$ cat config.mk
export PLATFORM = sky130hd
export DESIGN_NAME = pfa_index_permutation_top_flat
export DESIGN_NICKNAME = d
export VERILOG_FILES = /design/src/rtl/pfa_pkg.sv /design/src/rtl/pfa_stream_if.sv /design/src/rtl/pfa_cfg_regs.sv /design/src/rtl/pfa_ctrl.sv /design/src/rtl/pfa_datapath.sv /design/src/rtl/pfa_index_permutation_top.sv /design/src/flat_wrapper.sv
export VERILOG_INCLUDE_DIRS = /design/src /design/src/rtl
export SDC_FILE = /design/constraint.sdc
export NUM_CORES = 2
export LEC_CHECK = 0
export BUFFER_PORTS_ARGS = -buffer_cell sky130_fd_sc_hd__buf_2
export CAP_MARGIN = 0
export CORE_UTILIZATION = 30
export DETAILED_ROUTE_END_ITERATION = 8
export GPL_TIMING_DRIVEN = 0
export PLACE_DENSITY = 0.43
export SETUP_SLACK_MARGIN = 0.05
export SYNTH_ARGS = -nofsm -noshare
export SYNTH_HDL_FRONTEND = slang
export SYNTH_SLANG_ARGS = --single-unit
$ cat constraint.sdc
create_clock -name clk -period 10.6 [get_ports clk]
set_input_delay 2.12 -clock clk [delete_from_list [all_inputs] [get_ports clk]]
set_output_delay 2.12 -clock clk [all_outputs]
set_load 0.05 [all_outputs]
$ cat src/rtl/pfa_index_permutation_top_macros.svh
// Assertion macros for the permutation generator top level.
`ifndef PFA_INDEX_PERMUTATION_TOP_MACROS_SVH
`define PFA_INDEX_PERMUTATION_TOP_MACROS_SVH

// Same-cycle implication, sampled on clk, off during reset.
`define PFA_ASSERT_IMP(label, ante, cons, msg) \
    label: assert property (@(posedge clk) disable iff (!rst_n) (ante) |-> (cons)) \
        else $error(msg);

// Next-cycle implication, sampled on clk, off during reset.
`define PFA_ASSERT_NXT(label, ante, cons, msg) \
    label: assert property (@(posedge clk) disable iff (!rst_n) (ante) |=> (cons)) \
        else $error(msg);

`endif

$ cat src/rtl/pfa_pkg.sv
package pfa_pkg;

    localparam int unsigned MAX_POINTS  = 4096;
    localparam int unsigned FACTOR_MAX  = 4096;

    localparam int unsigned MODE_W      = 2;
    localparam int unsigned FACTOR_W    = 13;
    localparam int unsigned STEP_W      = 12;
    localparam int unsigned BASE_W      = 24;
    localparam int unsigned STRIDE_W    = 13;
    localparam int unsigned ADDR_W      = 25;
    localparam int unsigned COUNT_W     = 12;
    localparam int unsigned CFG_INDEX_W = 3;
    localparam int unsigned CFG_DATA_W  = 24;

    localparam int unsigned MUL_A_W     = 2 * FACTOR_W;
    localparam int unsigned MUL_B_W     = FACTOR_W;
    localparam int unsigned MUL_P_W     = MUL_A_W + MUL_B_W;

    typedef enum logic [MODE_W-1:0] {
        MODE_FWD2 = 2'd0,
        MODE_BWD2 = 2'd1,
        MODE_FWD3 = 2'd2,
        MODE_BWD3 = 2'd3
    } map_mode_t;

    typedef enum logic [CFG_INDEX_W-1:0] {
        REG_MAP_MODE       = 3'd0,
        REG_FACTOR_ONE     = 3'd1,
        REG_FACTOR_TWO     = 3'd2,
        REG_FACTOR_THREE   = 3'd3,
        REG_STEP_FIRST     = 3'd4,
        REG_STEP_SECOND    = 3'd5,
        REG_BASE_ADDRESS   = 3'd6,
        REG_ADDRESS_STRIDE = 3'd7
    } cfg_reg_t;

    typedef struct packed {
        map_mode_t           map_mode;
        logic [FACTOR_W-1:0] factor_one;
        logic [FACTOR_W-1:0] factor_two;
        logic [FACTOR_W-1:0] factor_three;
        logic [STEP_W-1:0]   step_first;
        logic [STEP_W-1:0]   step_second;
        logic [BASE_W-1:0]   base_address;
        logic [STRIDE_W-1:0] address_stride;
    } cfg_t;

    typedef enum logic [3:0] {
        ST_IDLE,
        ST_N12,
        ST_N123,
        ST_T1,
        ST_T2,
        ST_SUM,
        ST_SRC,
        ST_DST,
        ST_COMMIT
    } state_t;

    typedef enum logic [2:0] {
        MUL_NONE,
        MUL_N12,
        MUL_N123,
        MUL_T1,
        MUL_T2,
        MUL_SRC,
        MUL_DST
    } mul_op_t;

    typedef struct packed {
        logic    accept;
        mul_op_t op;
        logic    reduce;
        logic    sum;
        logic    commit;
    } cmd_t;

    typedef struct packed {
        logic out_free;
    } status_t;

endpackage

$ cat src/rtl/pfa_stream_if.sv
interface pfa_req_if;
    logic valid;
    logic ready;
    logic restart;

    modport source (output valid, output restart, input ready);
    modport sink (input valid, input restart, output ready);
endinterface

interface pfa_desc_if;
    logic                       valid;
    logic                       ready;
    logic [pfa_pkg::ADDR_W-1:0] source_address;
    logic [pfa_pkg::ADDR_W-1:0] dest_address;
    logic                       frame_last;
    logic                       config_error;

    modport source (output valid, output source_address, output dest_address,
                    output frame_last, output config_error, input ready);
    modport sink (input valid, input source_address, input dest_address,
                  input frame_last, input config_error, output ready);
endinterface

$ cat src/rtl/pfa_cfg_regs.sv
module pfa_cfg_regs
(
    input  logic                            clk,
    input  logic                            rst_n,
    input  logic                            cfg_we,
    input  logic [pfa_pkg::CFG_INDEX_W-1:0] cfg_index,
    input  logic [pfa_pkg::CFG_DATA_W-1:0]  cfg_data,
    output pfa_pkg::cfg_t                   cfg
);

    pfa_pkg::cfg_t cfg_reg;
    pfa_pkg::cfg_t cfg_next;

    always_comb
    begin
        cfg_next = cfg_reg;
        if (cfg_we)
        begin
            unique case (pfa_pkg::cfg_reg_t'(cfg_index))
                pfa_pkg::REG_MAP_MODE:
                    cfg_next.map_mode = pfa_pkg::map_mode_t'(cfg_data[pfa_pkg::MODE_W-1:0]);
                pfa_pkg::REG_FACTOR_ONE:
                    cfg_next.factor_one = cfg_data[pfa_pkg::FACTOR_W-1:0];
                pfa_pkg::REG_FACTOR_TWO:
                    cfg_next.factor_two = cfg_data[pfa_pkg::FACTOR_W-1:0];
                pfa_pkg::REG_FACTOR_THREE:
                    cfg_next.factor_three = cfg_data[pfa_pkg::FACTOR_W-1:0];
                pfa_pkg::REG_STEP_FIRST:
                    cfg_next.step_first = cfg_data[pfa_pkg::STEP_W-1:0];
                pfa_pkg::REG_STEP_SECOND:
                    cfg_next.step_second = cfg_data[pfa_pkg::STEP_W-1:0];
                pfa_pkg::REG_BASE_ADDRESS:
                    cfg_next.base_address = cfg_data[pfa_pkg::BASE_W-1:0];
                pfa_pkg::REG_ADDRESS_STRIDE:
                    cfg_next.address_stride = cfg_data[pfa_pkg::STRIDE_W-1:0];
            endcase
        end
    end

    always_ff @(posedge clk or negedge rst_n)
    begin
        if (!rst_n)
        begin
            cfg_reg.map_mode       <= pfa_pkg::MODE_FWD2;
            cfg_reg.factor_one     <= pfa_pkg::FACTOR_W'(1);
            cfg_reg.factor_two     <= pfa_pkg::FACTOR_W'(1);
            cfg_reg.factor_three   <= pfa_pkg::FACTOR_W'(1);
            cfg_reg.step_first     <= '0;
            cfg_reg.step_second    <= '0;
            cfg_reg.base_address   <= '0;
            cfg_reg.address_stride <= pfa_pkg::STRIDE_W'(1);
        end
        else
        begin
            cfg_reg <= cfg_next;
        end
    end

    assign cfg = cfg_reg;

endmodule

$ cat src/rtl/pfa_ctrl.sv
module pfa_ctrl
(
    input  logic             clk,
    input  logic             rst_n,
    input  logic             in_valid,
    output logic             in_ready,
    input  pfa_pkg::status_t status,
    output pfa_pkg::cmd_t    cmd
);

    pfa_pkg::state_t state_reg;
    pfa_pkg::state_t state_next;

    always_comb
    begin
        state_next = state_reg;
        unique case (state_reg)
            pfa_pkg::ST_IDLE:
                if (in_valid)
                begin
                    state_next = pfa_pkg::ST_N12;
                end
            pfa_pkg::ST_N12:    state_next = pfa_pkg::ST_N123;
            pfa_pkg::ST_N123:   state_next = pfa_pkg::ST_T1;
            pfa_pkg::ST_T1:     state_next = pfa_pkg::ST_T2;
            pfa_pkg::ST_T2:     state_next = pfa_pkg::ST_SUM;
            pfa_pkg::ST_SUM:    state_next = pfa_pkg::ST_SRC;
            pfa_pkg::ST_SRC:    state_next = pfa_pkg::ST_DST;
            pfa_pkg::ST_DST:    state_next = pfa_pkg::ST_COMMIT;
            pfa_pkg::ST_COMMIT:
                if (status.out_free)
                begin
                    state_next = pfa_pkg::ST_IDLE;
                end
            default:            state_next = pfa_pkg::ST_IDLE;
        endcase
    end

    always_comb
    begin
        in_ready = 1'b0;
        cmd = '{accept: 1'b0, op: pfa_pkg::MUL_NONE, reduce: 1'b0, sum: 1'b0, commit: 1'b0};
        unique case (state_reg)
            pfa_pkg::ST_IDLE:
            begin
                in_ready   = 1'b1;
                cmd.accept = in_valid;
            end
            pfa_pkg::ST_N12:
            begin
                cmd.op     = pfa_pkg::MUL_N12;
                cmd.reduce = 1'b1;
            end
            pfa_pkg::ST_N123:   cmd.op = pfa_pkg::MUL_N123;
            pfa_pkg::ST_T1:     cmd.op = pfa_pkg::MUL_T1;
            pfa_pkg::ST_T2:     cmd.op = pfa_pkg::MUL_T2;
            pfa_pkg::ST_SUM:    cmd.sum = 1'b1;
            pfa_pkg::ST_SRC:    cmd.op = pfa_pkg::MUL_SRC;
            pfa_pkg::ST_DST:    cmd.op = pfa_pkg::MUL_DST;
            pfa_pkg::ST_COMMIT: cmd.commit = status.out_free;
            default:            in_ready = 1'b0;
        endcase
    end

    always_ff @(posedge clk or negedge rst_n)
    begin
        if (!rst_n)
        begin
            state_reg <= pfa_pkg::ST_IDLE;
        end
        else
        begin
            state_reg <= state_next;
        end
    end

endmodule

$ cat src/rtl/pfa_datapath.sv
module pfa_datapath
(
    input  logic                       clk,
    input  logic                       rst_n,
    input  pfa_pkg::cfg_t              cfg,
    input  pfa_pkg::cmd_t              cmd,
    output pfa_pkg::status_t           status,
    input  logic                       in_restart,
    input  logic                       out_ready,
    output logic                       out_valid,
    output logic [pfa_pkg::ADDR_W-1:0] out_source_address,
    output logic [pfa_pkg::ADDR_W-1:0] out_dest_address,
    output logic                       out_frame_last,
    output logic                       out_config_error
);

    localparam int unsigned FW = pfa_pkg::FACTOR_W;
    localparam int unsigned CW = pfa_pkg::COUNT_W;
    localparam int unsigned AW = pfa_pkg::ADDR_W;

    function automatic logic [FW-1:0] red_mod(input logic [FW-1:0] a, input logic [FW-1:0] m);
        return (a >= m) ? (a - m) : a;
    endfunction

    function automatic logic factor_ok(input logic [FW-1:0] f);
        return (f >= FW'(1)) && (f <= FW'(pfa_pkg::FACTOR_MAX));
    endfunction

    logic [CW-1:0] outer_reg, outer_next;
    logic [CW-1:0] middle_reg, middle_next;
    logic [CW-1:0] inner_reg, inner_next;
    logic [CW-1:0] acc1_reg, acc1_next;
    logic [CW-1:0] acc2_reg, acc2_next;
    logic [AW-1:0] seq_reg, seq_next;

    logic [pfa_pkg::MUL_A_W-1:0] n12_reg;
    logic                        ok_reg;
    logic [FW-1:0]               lo_reg, mid_reg, hi_reg;
    logic [AW-1:0]               t1_reg, t2_reg, idx_reg, src_reg, dst_reg;

    logic          out_valid_reg, out_valid_next;
    logic [AW-1:0] out_src_reg, out_dst_reg;
    logic          out_last_reg, out_err_reg;

    logic          three, backward;
    logic [FW-1:0] n1, n2, n3_eff, mod_a, mod_b;
    logic [FW-1:0] lim_outer, lim_mid, lim_inner;
    logic [FW-1:0] sum_o_a1, sum_m_a1, sum_m_a2, sum_o_a2;
    logic [FW-1:0] lo_next, mid_next, hi_next;
    logic [FW-1:0] acc1_red, acc2_red;
    logic [FW-1:0] inner_inc, middle_inc, outer_inc;
    logic          steps_ok, factors_ok, last_next;

    logic [pfa_pkg::MUL_A_W-1:0] mul_a;
    logic [pfa_pkg::MUL_B_W-1:0] mul_b;
    logic [pfa_pkg::MUL_P_W-1:0] prod;
    logic [AW-1:0]               src_idx, dst_idx, base_ext;

    assign three    = (cfg.map_mode == pfa_pkg::MODE_FWD3) || (cfg.map_mode == pfa_pkg::MODE_BWD3);
    assign backward = (cfg.map_mode == pfa_pkg::MODE_BWD2) || (cfg.map_mode == pfa_pkg::MODE_BWD3);
    assign n1       = cfg.factor_one;
    assign n2       = cfg.factor_two;
    assign n3_eff   = three ? cfg.factor_three : FW'(1);
    assign mod_a    = backward ? n2 : n1;
    assign mod_b    = (cfg.map_mode == pfa_pkg::MODE_FWD3) ? n2 : n3_eff;
    assign lim_mid  = three ? n2 : FW'(1);

    always_comb
    begin
        unique case (cfg.map_mode)
            pfa_pkg::MODE_FWD2:
            begin
                lim_outer = n1;
                lim_inner = n2;
            end
            pfa_pkg::MODE_BWD2:
            begin
                lim_outer = n2;
                lim_inner = n1;
            end
            pfa_pkg::MODE_FWD3:
            begin
                lim_outer = n1;
                lim_inner = n3_eff;
            end
            pfa_pkg::MODE_BWD3:
            begin
                lim_outer = n3_eff;
                lim_inner = n1;
            end
        endcase
    end

    assign factors_ok = factor_ok(n1) && factor_ok(n2) && factor_ok(n3_eff);
    assign steps_ok   = ({1'b0, cfg.step_first} < mod_a)
                        && (!three || ({1'b0, cfg.step_second} < mod_b));

    assign sum_o_a1 = {1'b0, outer_reg} + {1'b0, acc1_reg};
    assign sum_m_a1 = {1'b0, middle_reg} + {1'b0, acc1_reg};
    assign sum_m_a2 = {1'b0, middle_reg} + {1'b0, acc2_reg};
    assign sum_o_a2 = {1'b0, outer_reg} + {1'b0, acc2_reg};

    always_comb
    begin
        unique case (cfg.map_mode)
            pfa_pkg::MODE_FWD2:
            begin
                lo_next  = red_mod(sum_o_a1, n1);
                mid_next = {1'b0, inner_reg};
                hi_next  = '0;
            end
            pfa_pkg::MODE_BWD2:
            begin
                lo_next  = {1'b0, inner_reg};
                mid_next = red_mod(sum_o_a1, n2);
                hi_next  = '0;
            end
            pfa_pkg::MODE_FWD3:
            begin
                lo_next  = red_mod(sum_o_a1, n1);
                mid_next = red_mod(sum_m_a2, n2);
                hi_next  = {1'b0, inner_reg};
            end
            pfa_pkg::MODE_BWD3:
            begin
                lo_next  = {1'b0, inner_reg};
                mid_next = red_mod(sum_m_a1, n2);
                hi_next  = red_mod(sum_o_a2, n3_eff);
            end
        endcase
    end

    assign src_idx  = backward ? idx_reg : seq_reg;
    assign dst_idx  = backward ? seq_reg : idx_reg;
    assign base_ext = {1'b0, cfg.base_address};

    always_comb
    begin
        mul_a = '0;
        mul_b = '0;
        unique case (cmd.op)
            pfa_pkg::MUL_NONE:
            begin
                mul_a = '0;
                mul_b = '0;
            end
            pfa_pkg::MUL_N12:
            begin
                mul_a = pfa_pkg::MUL_A_W'(n1);
                mul_b = n2;
            end
            pfa_pkg::MUL_N123:
            begin
                mul_a = n12_reg;
                mul_b = n3_eff;
            end
            pfa_pkg::MUL_T1:
            begin
                mul_a = pfa_pkg::MUL_A_W'(n1);
                mul_b = mid_reg;
            end
            pfa_pkg::MUL_T2:
            begin
                mul_a = n12_reg;
                mul_b = hi_reg;
            end
            pfa_pkg::MUL_SRC:
            begin
                mul_a = pfa_pkg::MUL_A_W'(src_idx);
                mul_b = cfg.address_stride;
            end
            pfa_pkg::MUL_DST:
            begin
                mul_a = pfa_pkg::MUL_A_W'(dst_idx);
                mul_b = cfg.address_stride;
            end
            default:
            begin
                mul_a = '0;
                mul_b = '0;
            end
        endcase
    end

    assign prod = pfa_pkg::MUL_P_W'(mul_a) * pfa_pkg::MUL_P_W'(mul_b);

    always_ff @(posedge clk)
    begin
        if (cmd.reduce)
        begin
            lo_reg  <= lo_next;
            mid_reg <= mid_next;
            hi_reg  <= hi_next;
        end
        unique case (cmd.op)
            pfa_pkg::MUL_N12:  n12_reg <= prod[pfa_pkg::MUL_A_W-1:0];
            pfa_pkg::MUL_N123: ok_reg  <= factors_ok && steps_ok
                                          && (prod <= pfa_pkg::MUL_P_W'(pfa_pkg::MAX_POINTS));
            pfa_pkg::MUL_T1:   t1_reg  <= prod[AW-1:0];
            pfa_pkg::MUL_T2:   t2_reg  <= prod[AW-1:0];
            pfa_pkg::MUL_SRC:  src_reg <= base_ext + prod[AW-1:0];
            pfa_pkg::MUL_DST:  dst_reg <= base_ext + prod[AW-1:0];
            default:           n12_reg <= n12_reg;
        endcase
        if (cmd.sum)
        begin
            idx_reg <= AW'(lo_reg) + t1_reg + t2_reg;
        end
    end

    assign acc1_red   = red_mod({1'b0, acc1_reg} + {1'b0, cfg.step_first}, mod_a);
    assign acc2_red   = red_mod({1'b0, acc2_reg} + {1'b0, cfg.step_second}, mod_b);
    assign inner_inc  = {1'b0, inner_reg} + FW'(1);
    assign middle_inc = {1'b0, middle_reg} + FW'(1);
    assign outer_inc  = {1'b0, outer_reg} + FW'(1);

    always_comb
    begin
        outer_next  = outer_reg;
        middle_next = middle_reg;
        inner_next  = inner_reg;
        acc1_next   = acc1_reg;
        acc2_next   = acc2_reg;
        seq_next    = seq_reg;
        last_next   = 1'b0;
        if ((cmd.accept && in_restart) || (cmd.commit && !ok_reg))
        begin
            outer_next  = '0;
            middle_next = '0;
            inner_next  = '0;
            acc1_next   = '0;
            acc2_next   = '0;
            seq_next    = '0;
        end
        else if (cmd.commit)
        begin
            acc1_next = acc1_red[CW-1:0];
            acc2_next = three ? acc2_red[CW-1:0] : '0;
            seq_next  = seq_reg + AW'(1);
            if (inner_inc >= lim_inner)
            begin
                inner_next = '0;
                if (cfg.map_mode == pfa_pkg::MODE_FWD3)
                begin
                    acc2_next = '0;
                end
                if (cfg.map_mode == pfa_pkg::MODE_BWD3)
                begin
                    acc1_next = '0;
                end
                if (middle_inc >= lim_mid)
                begin
                    middle_next = '0;
                    acc1_next   = '0;
                    acc2_next   = '0;
                    if (outer_inc >= lim_outer)
                    begin
                        outer_next = '0;
                        seq_next   = '0;
                        last_next  = 1'b1;
                    end
                    else
                    begin
                        outer_next = outer_inc[CW-1:0];
                    end
                end
                else
                begin
                    middle_next = middle_inc[CW-1:0];
                end
            end
            else
            begin
                inner_next = inner_inc[CW-1:0];
            end
        end
    end

    always_comb
    begin
        out_valid_next = out_valid_reg;
        if (cmd.commit)
        begin
            out_valid_next = 1'b1;
        end
        else if (out_valid_reg && out_ready)
        begin
            out_valid_next = 1'b0;
        end
    end

    always_ff @(posedge clk)
    begin
        if (cmd.commit)
        begin
            out_src_reg  <= ok_reg ? src_reg : '0;
            out_dst_reg  <= ok_reg ? dst_reg : '0;
            out_last_reg <= ok_reg && last_next;
            out_err_reg  <= !ok_reg;
        end
    end

    always_ff @(posedge clk or negedge rst_n)
    begin
        if (!rst_n)
        begin
            outer_reg     <= '0;
            middle_reg    <= '0;
            inner_reg     <= '0;
            acc1_reg      <= '0;
            acc2_reg      <= '0;
            seq_reg       <= '0;
            out_valid_reg <= 1'b0;
        end
        else
        begin
            outer_reg     <= outer_next;
            middle_reg    <= middle_next;
            inner_reg     <= inner_next;
            acc1_reg      <= acc1_next;
            acc2_reg      <= acc2_next;
            seq_reg       <= seq_next;
            out_valid_reg <= out_valid_next;
        end
    end

    assign status.out_free    = !out_valid_reg || out_ready;
    assign out_valid          = out_valid_reg;
    assign out_source_address = out_src_reg;
    assign out_dest_address   = out_dst_reg;
    assign out_frame_last     = out_last_reg;
    assign out_config_error   = out_err_reg;

endmodule

$ cat src/rtl/pfa_index_permutation_top.sv
// An accepted request beat steps through N12, N123, T1, T2, SUM, SRC, DST and COMMIT,
// where the descriptor is registered once the output register is free. The single shared
// multiplier forms the factor product, both index terms and both scaled addresses in turn.
// The next request is taken once the previous descriptor sits in the output register.
// Reset (rst_n, asynchronous, active low) sets the registers to their defaults and the
// walk to the start of a frame; no clearing pass.
`include "pfa_index_permutation_top_macros.svh"

module pfa_index_permutation_top
(
    input  logic                            clk,
    input  logic                            rst_n,
    input  logic                            cfg_we,
    input  logic [pfa_pkg::CFG_INDEX_W-1:0] cfg_index,
    input  logic [pfa_pkg::CFG_DATA_W-1:0]  cfg_data,
    pfa_req_if.sink                         req,
    pfa_desc_if.source                      desc
);

    pfa_pkg::cfg_t    cfg;
    pfa_pkg::cmd_t    cmd;
    pfa_pkg::status_t status;
    logic             req_ready;

    pfa_cfg_regs u_cfg_regs
    (
        .clk       (clk),
        .rst_n     (rst_n),
        .cfg_we    (cfg_we),
        .cfg_index (cfg_index),
        .cfg_data  (cfg_data),
        .cfg       (cfg)
    );

    pfa_ctrl u_ctrl
    (
        .clk      (clk),
        .rst_n    (rst_n),
        .in_valid (req.valid),
        .in_ready (req_ready),
        .status   (status),
        .cmd      (cmd)
    );

    pfa_datapath u_datapath
    (
        .clk                (clk),
        .rst_n              (rst_n),
        .cfg                (cfg),
        .cmd                (cmd),
        .status             (status),
        .in_restart         (req.restart),
        .out_ready          (desc.ready),
        .out_valid          (desc.valid),
        .out_source_address (desc.source_address),
        .out_dest_address   (desc.dest_address),
        .out_frame_last     (desc.frame_last),
        .out_config_error   (desc.config_error)
    );

    assign req.ready = req_ready;

    `PFA_ASSERT_IMP(a_error_beat_zero, desc.valid && desc.config_error, (desc.source_address == '0) && (desc.dest_address == '0) && !desc.frame_last, "error beat carries a non-zero payload")
    `PFA_ASSERT_NXT(a_one_in_flight, req.valid && req.ready, !req.ready, "request taken while a descriptor is in progress")
    `PFA_ASSERT_IMP(a_commit_free, cmd.commit, !desc.valid || desc.ready, "descriptor overwrites an unread beat")

endmodule

$ cat src/flat_wrapper.sv
// flat-port wrapper written by rule: the top's interface ports become plain ports
module pfa_index_permutation_top_flat 
  (clk, rst_n, cfg_we, cfg_index, cfg_data, req_valid, req_restart, req_ready, desc_valid, desc_source_address, desc_dest_address, desc_frame_last, desc_config_error, desc_ready);
  pfa_req_if req_i ();
  pfa_desc_if desc_i ();
  input  logic clk;
  input  logic rst_n;
  input  logic cfg_we;
  input  logic [pfa_pkg::CFG_INDEX_W-1:0] cfg_index;
  input  logic [pfa_pkg::CFG_DATA_W-1:0] cfg_data;
  input wire logic [$bits(req_i.valid)-1:0] req_valid;
  input wire logic [$bits(req_i.restart)-1:0] req_restart;
  output wire logic [$bits(req_i.ready)-1:0] req_ready;
  output wire logic [$bits(desc_i.valid)-1:0] desc_valid;
  output wire logic [$bits(desc_i.source_address)-1:0] desc_source_address;
  output wire logic [$bits(desc_i.dest_address)-1:0] desc_dest_address;
  output wire logic [$bits(desc_i.frame_last)-1:0] desc_frame_last;
  output wire logic [$bits(desc_i.config_error)-1:0] desc_config_error;
  input wire logic [$bits(desc_i.ready)-1:0] desc_ready;
  assign req_i.valid = req_valid;
  assign req_i.restart = req_restart;
  assign req_ready = req_i.ready;
  assign desc_valid = desc_i.valid;
  assign desc_source_address = desc_i.source_address;
  assign desc_dest_address = desc_i.dest_address;
  assign desc_frame_last = desc_i.frame_last;
  assign desc_config_error = desc_i.config_error;
  assign desc_i.ready = desc_ready;
  pfa_index_permutation_top u_core (.clk(clk), .rst_n(rst_n), .cfg_we(cfg_we), .cfg_index(cfg_index), .cfg_data(cfg_data), .req(req_i), .desc(desc_i));
endmodule
==> results.txt <==
Vias in the first global route - 31788
Synth Flop Type - edfxtp_1
Endpoints failing hold - 0
Post-route ant nets - 0
Remaining DRCs - 0
Register area share after synthesis - 30.3%
CTS tree - built
Clock skew - 0.0427 ns
Die area - 135000 sq um
Worst-path clk slew - 0.06 ns
Die height - 367 um
Largest net degree at the start of global routing - 105
Top-area cell type share of the netlist area - 18.3%
Root buffer cell - clkbuf_16
Post-route cell area - 45000 sq um
Mapped Cells - 4230
Largest fanout on the critical path - 10
Dpl ws - -0.953 ns
Ys async rst share - 44.1%
Initial core utilization - 30.3%
Slew @ Worst Pin - 1.38 ns
Crit. End Element - register
P&R area growth vs syn - 12.7%
Critical Path RT - 11.07 ns
Tcrit/Tclk final - 97.1%
Buffers & Inverters on Critical Path - 8
Initial antenna violation count - 14
Largest register FFs - 102
Ys Warns - 0
Nets - 5089
CTS Sinks - 435
Clock Latency Late Sink - 0.68 ns
Core Area - 132000 sq um
Num rows - 133
Worst setup margin - 0.305 ns
Post-synthesis cell area - 39900 sq um
Maximum clock path buffer count - 3
CP delay by family, top - simple AND/OR/NAND/NOR gates
Slew Limit Fails - 0
IO buf count - 84
Hold Path Class - reg -> reg
Top post-synthesis cells by area - edfxtp_1 (18%), fa_1 (15%), dfrtp_1 (12%)
Post-cts hold buffer count - 0
F_max - 97.1 MHz
Slew margin rel. - 7.80%
Final min period - 10.29 ns
Routed vias/inst - 5.24
Htree depth - 2
Max stage delay on crit path - 0.72 ns
Initial DRT Pass Iterations - 6
Slowest CP cell - clkbuf_1
Area leader, netlist - edfxtp_1
#FFs+latches synth - 435
Worst endpoint data arrival time - 10.77 ns
Crit path kind - reg -> reg
Global Route Usage Sum - 22.7%
Num CTS Buffers - 53
Syn Area/Cell - 9.44 sq um
Layout cells sized above 1 - 8.54%
Max cap viols - 0
Netlist cell types - 76
Ports - 87
Top cells by count, synth - nand2_1 (496), inv_1 (420), ha_1 (370), nor2_1 (360), fa_1 (292)
Setup TNS Final - 0 ns
Critical Path Source Type - register
Count leader, synth - nand2_1
DRT iter0 DRCs - 2558
Syn nets - 4925
Gpl congestion - 0.977
Final wirelength - 154000 um
CP most frequent cell - fa_1
Post-synth EDFFs - 243
Vias - 32488
Detail Placement HPWL - 123000 um
Remaining global-route overflow - 0
Final setup viols - 0
Per-cell routed wire length - 24.9 um
First-pass GRT wire length - 223000 um
Status - complete, no violations
DIE WIDTH - 367 um
RSZ-0062 raised after global routing - no
Placed Area - 43000 sq um
## per-stage QoR
stage / hold slack [ns] / util, % / instances
floorplan: 0.472 / - / 4230
global placement: 0.488 / 32.3 / 6069
detailed placement: 0.494 / 32.6 / 6093
CTS: 0.508 / 34.0 / 6193
global route: 0.514 / 34.1 / 6194
finish: 0.508 / 34.1 / 6195
## layout make-up
type,instances,area [sq um]
tap,1755,2200
sequential,435,12100
timing repair buffer,114,781
fill,13709,86800
clock buffer,65,1370
buffer,145,598
multi-input combinational,3225,25900
antenna,1,2.50
clock inverter,35,439
inverter,420,1580
## final timing paths
path	startpoint	end	slack, ns	depth (start not counted)
min reg2reg	u_core.u_cfg_regs.cfg[1]	u_core.u_cfg_regs.cfg[1]	0.51	1
max in group asynchronous	rst_n	u_core.u_datapath.outer_reg[10]	8.07	3
max reg2reg	u_core.u_cfg_regs.cfg[100]	u_core.u_datapath.ok_reg	0.31	28
max	u_core.u_cfg_regs.cfg[100]	u_core.u_datapath.ok_reg	0.31	28
min	u_core.u_cfg_regs.cfg[1]	u_core.u_cfg_regs.cfg[1]	0.51	1
min in group asynchronous	rst_n	u_core.u_cfg_regs.cfg[44]	1.51	2
## worst register-to-register path, delay by kind of cell, from the launching register on
| kind | cells | cell delay [ns] |
|---|---|---|
| simple gates | 11 | 3.72 |
| fa+ha+maj | 6 | 3.03 |
| buf+inv | 8 | 1.77 |
| compound gates | 3 | 1.23 |
| flops | 1 | 0.34 |
## repair_timing
item / CTS / global route
setup buffers: 5 / 0
resized for setup: 22 / 58
endpoints found under the setup margin: 9 / 9
hold endpoints to repair: 0 / 0
pin swaps: 2 / 0
## cells in the final DEF, fill, tap and decap left out, types with 16 or more instances in the layout
| cell type | Yosys | layout |
|---|---|---|
| o21bai_1 | 29 | 29 |
| and2_1 | 73 | 73 |
| nor2_1 | 360 | 357 |
| fa_1 | 292 | 292 |
| dfrtp_1 | 188 | 188 |
| nand4_1 | 42 | 42 |
| a21o_1 | 60 | 60 |
| mux2i_1 | 65 | 65 |
| o21a_1 | 47 | 47 |
| and3_1 | 27 | 27 |
| nor4_1 | 22 | 19 |
| o21ai_0 | 258 | 254 |
| or3_1 | 18 | 18 |
| a31oi_1 | 16 | 16 |
| clkbuf_2 | 0 | 29 |
| inv_1 | 420 | 419 |
| clkbuf_1 | 139 | 116 |
| a21oi_1 | 208 | 207 |
| xnor2_1 | 155 | 150 |
| clkbuf_16 | 0 | 53 |
| xor2_1 | 62 | 58 |
| a211oi_1 | 16 | 16 |
| a22o_1 | 19 | 19 |
| a221o_1 | 19 | 19 |
| nand2b_1 | 52 | 52 |
| mux2_2 | 83 | 83 |
| edfxtp_1 | 243 | 243 |
| buf_2 | 1 | 90 |
| ha_1 | 370 | 370 |
| nand3_1 | 63 | 63 |
| nand2_1 | 496 | 496 |
| nor2b_1 | 70 | 70 |
| nor3_1 | 65 | 61 |
## metal layers
| metal | vias up | wire length [um] | part of all wire [%] | track usage, % |
|---|---|---|---|---|
| met1 | 16224 | 70300 | 46 | 31.4 |
| met5 | - | 59 | 0.038 | 0 |
| met2 | 983 | 69900 | 45 | 36.1 |
| met3 | 235 | 8130 | 5.3 | 2.78 |
| li1 | 15036 | - | - | - |
| met4 | 10 | 6060 | 3.9 | 8.31 |
## kinds of logic after synthesis
| family | Yosys count | share of synthesized area (%) |
|---|---|---|
| AO/OA/AOI/OAI | 862 | 13.9 |
| XOR/XNOR | 217 | 4.76 |
| adder cells (fa/ha/maj) | 662 | 26.2 |
| buffers and inverters | 570 | 5.40 |
| flip-flops | 435 | 30.3 |
| multiplexers | 148 | 3.97 |
| AND/OR/NAND/NOR | 1336 | 15.4 |
Power is not shown: default switching activity piles up to over one toggle a cycle in this logic, so the estimate is an artifact.
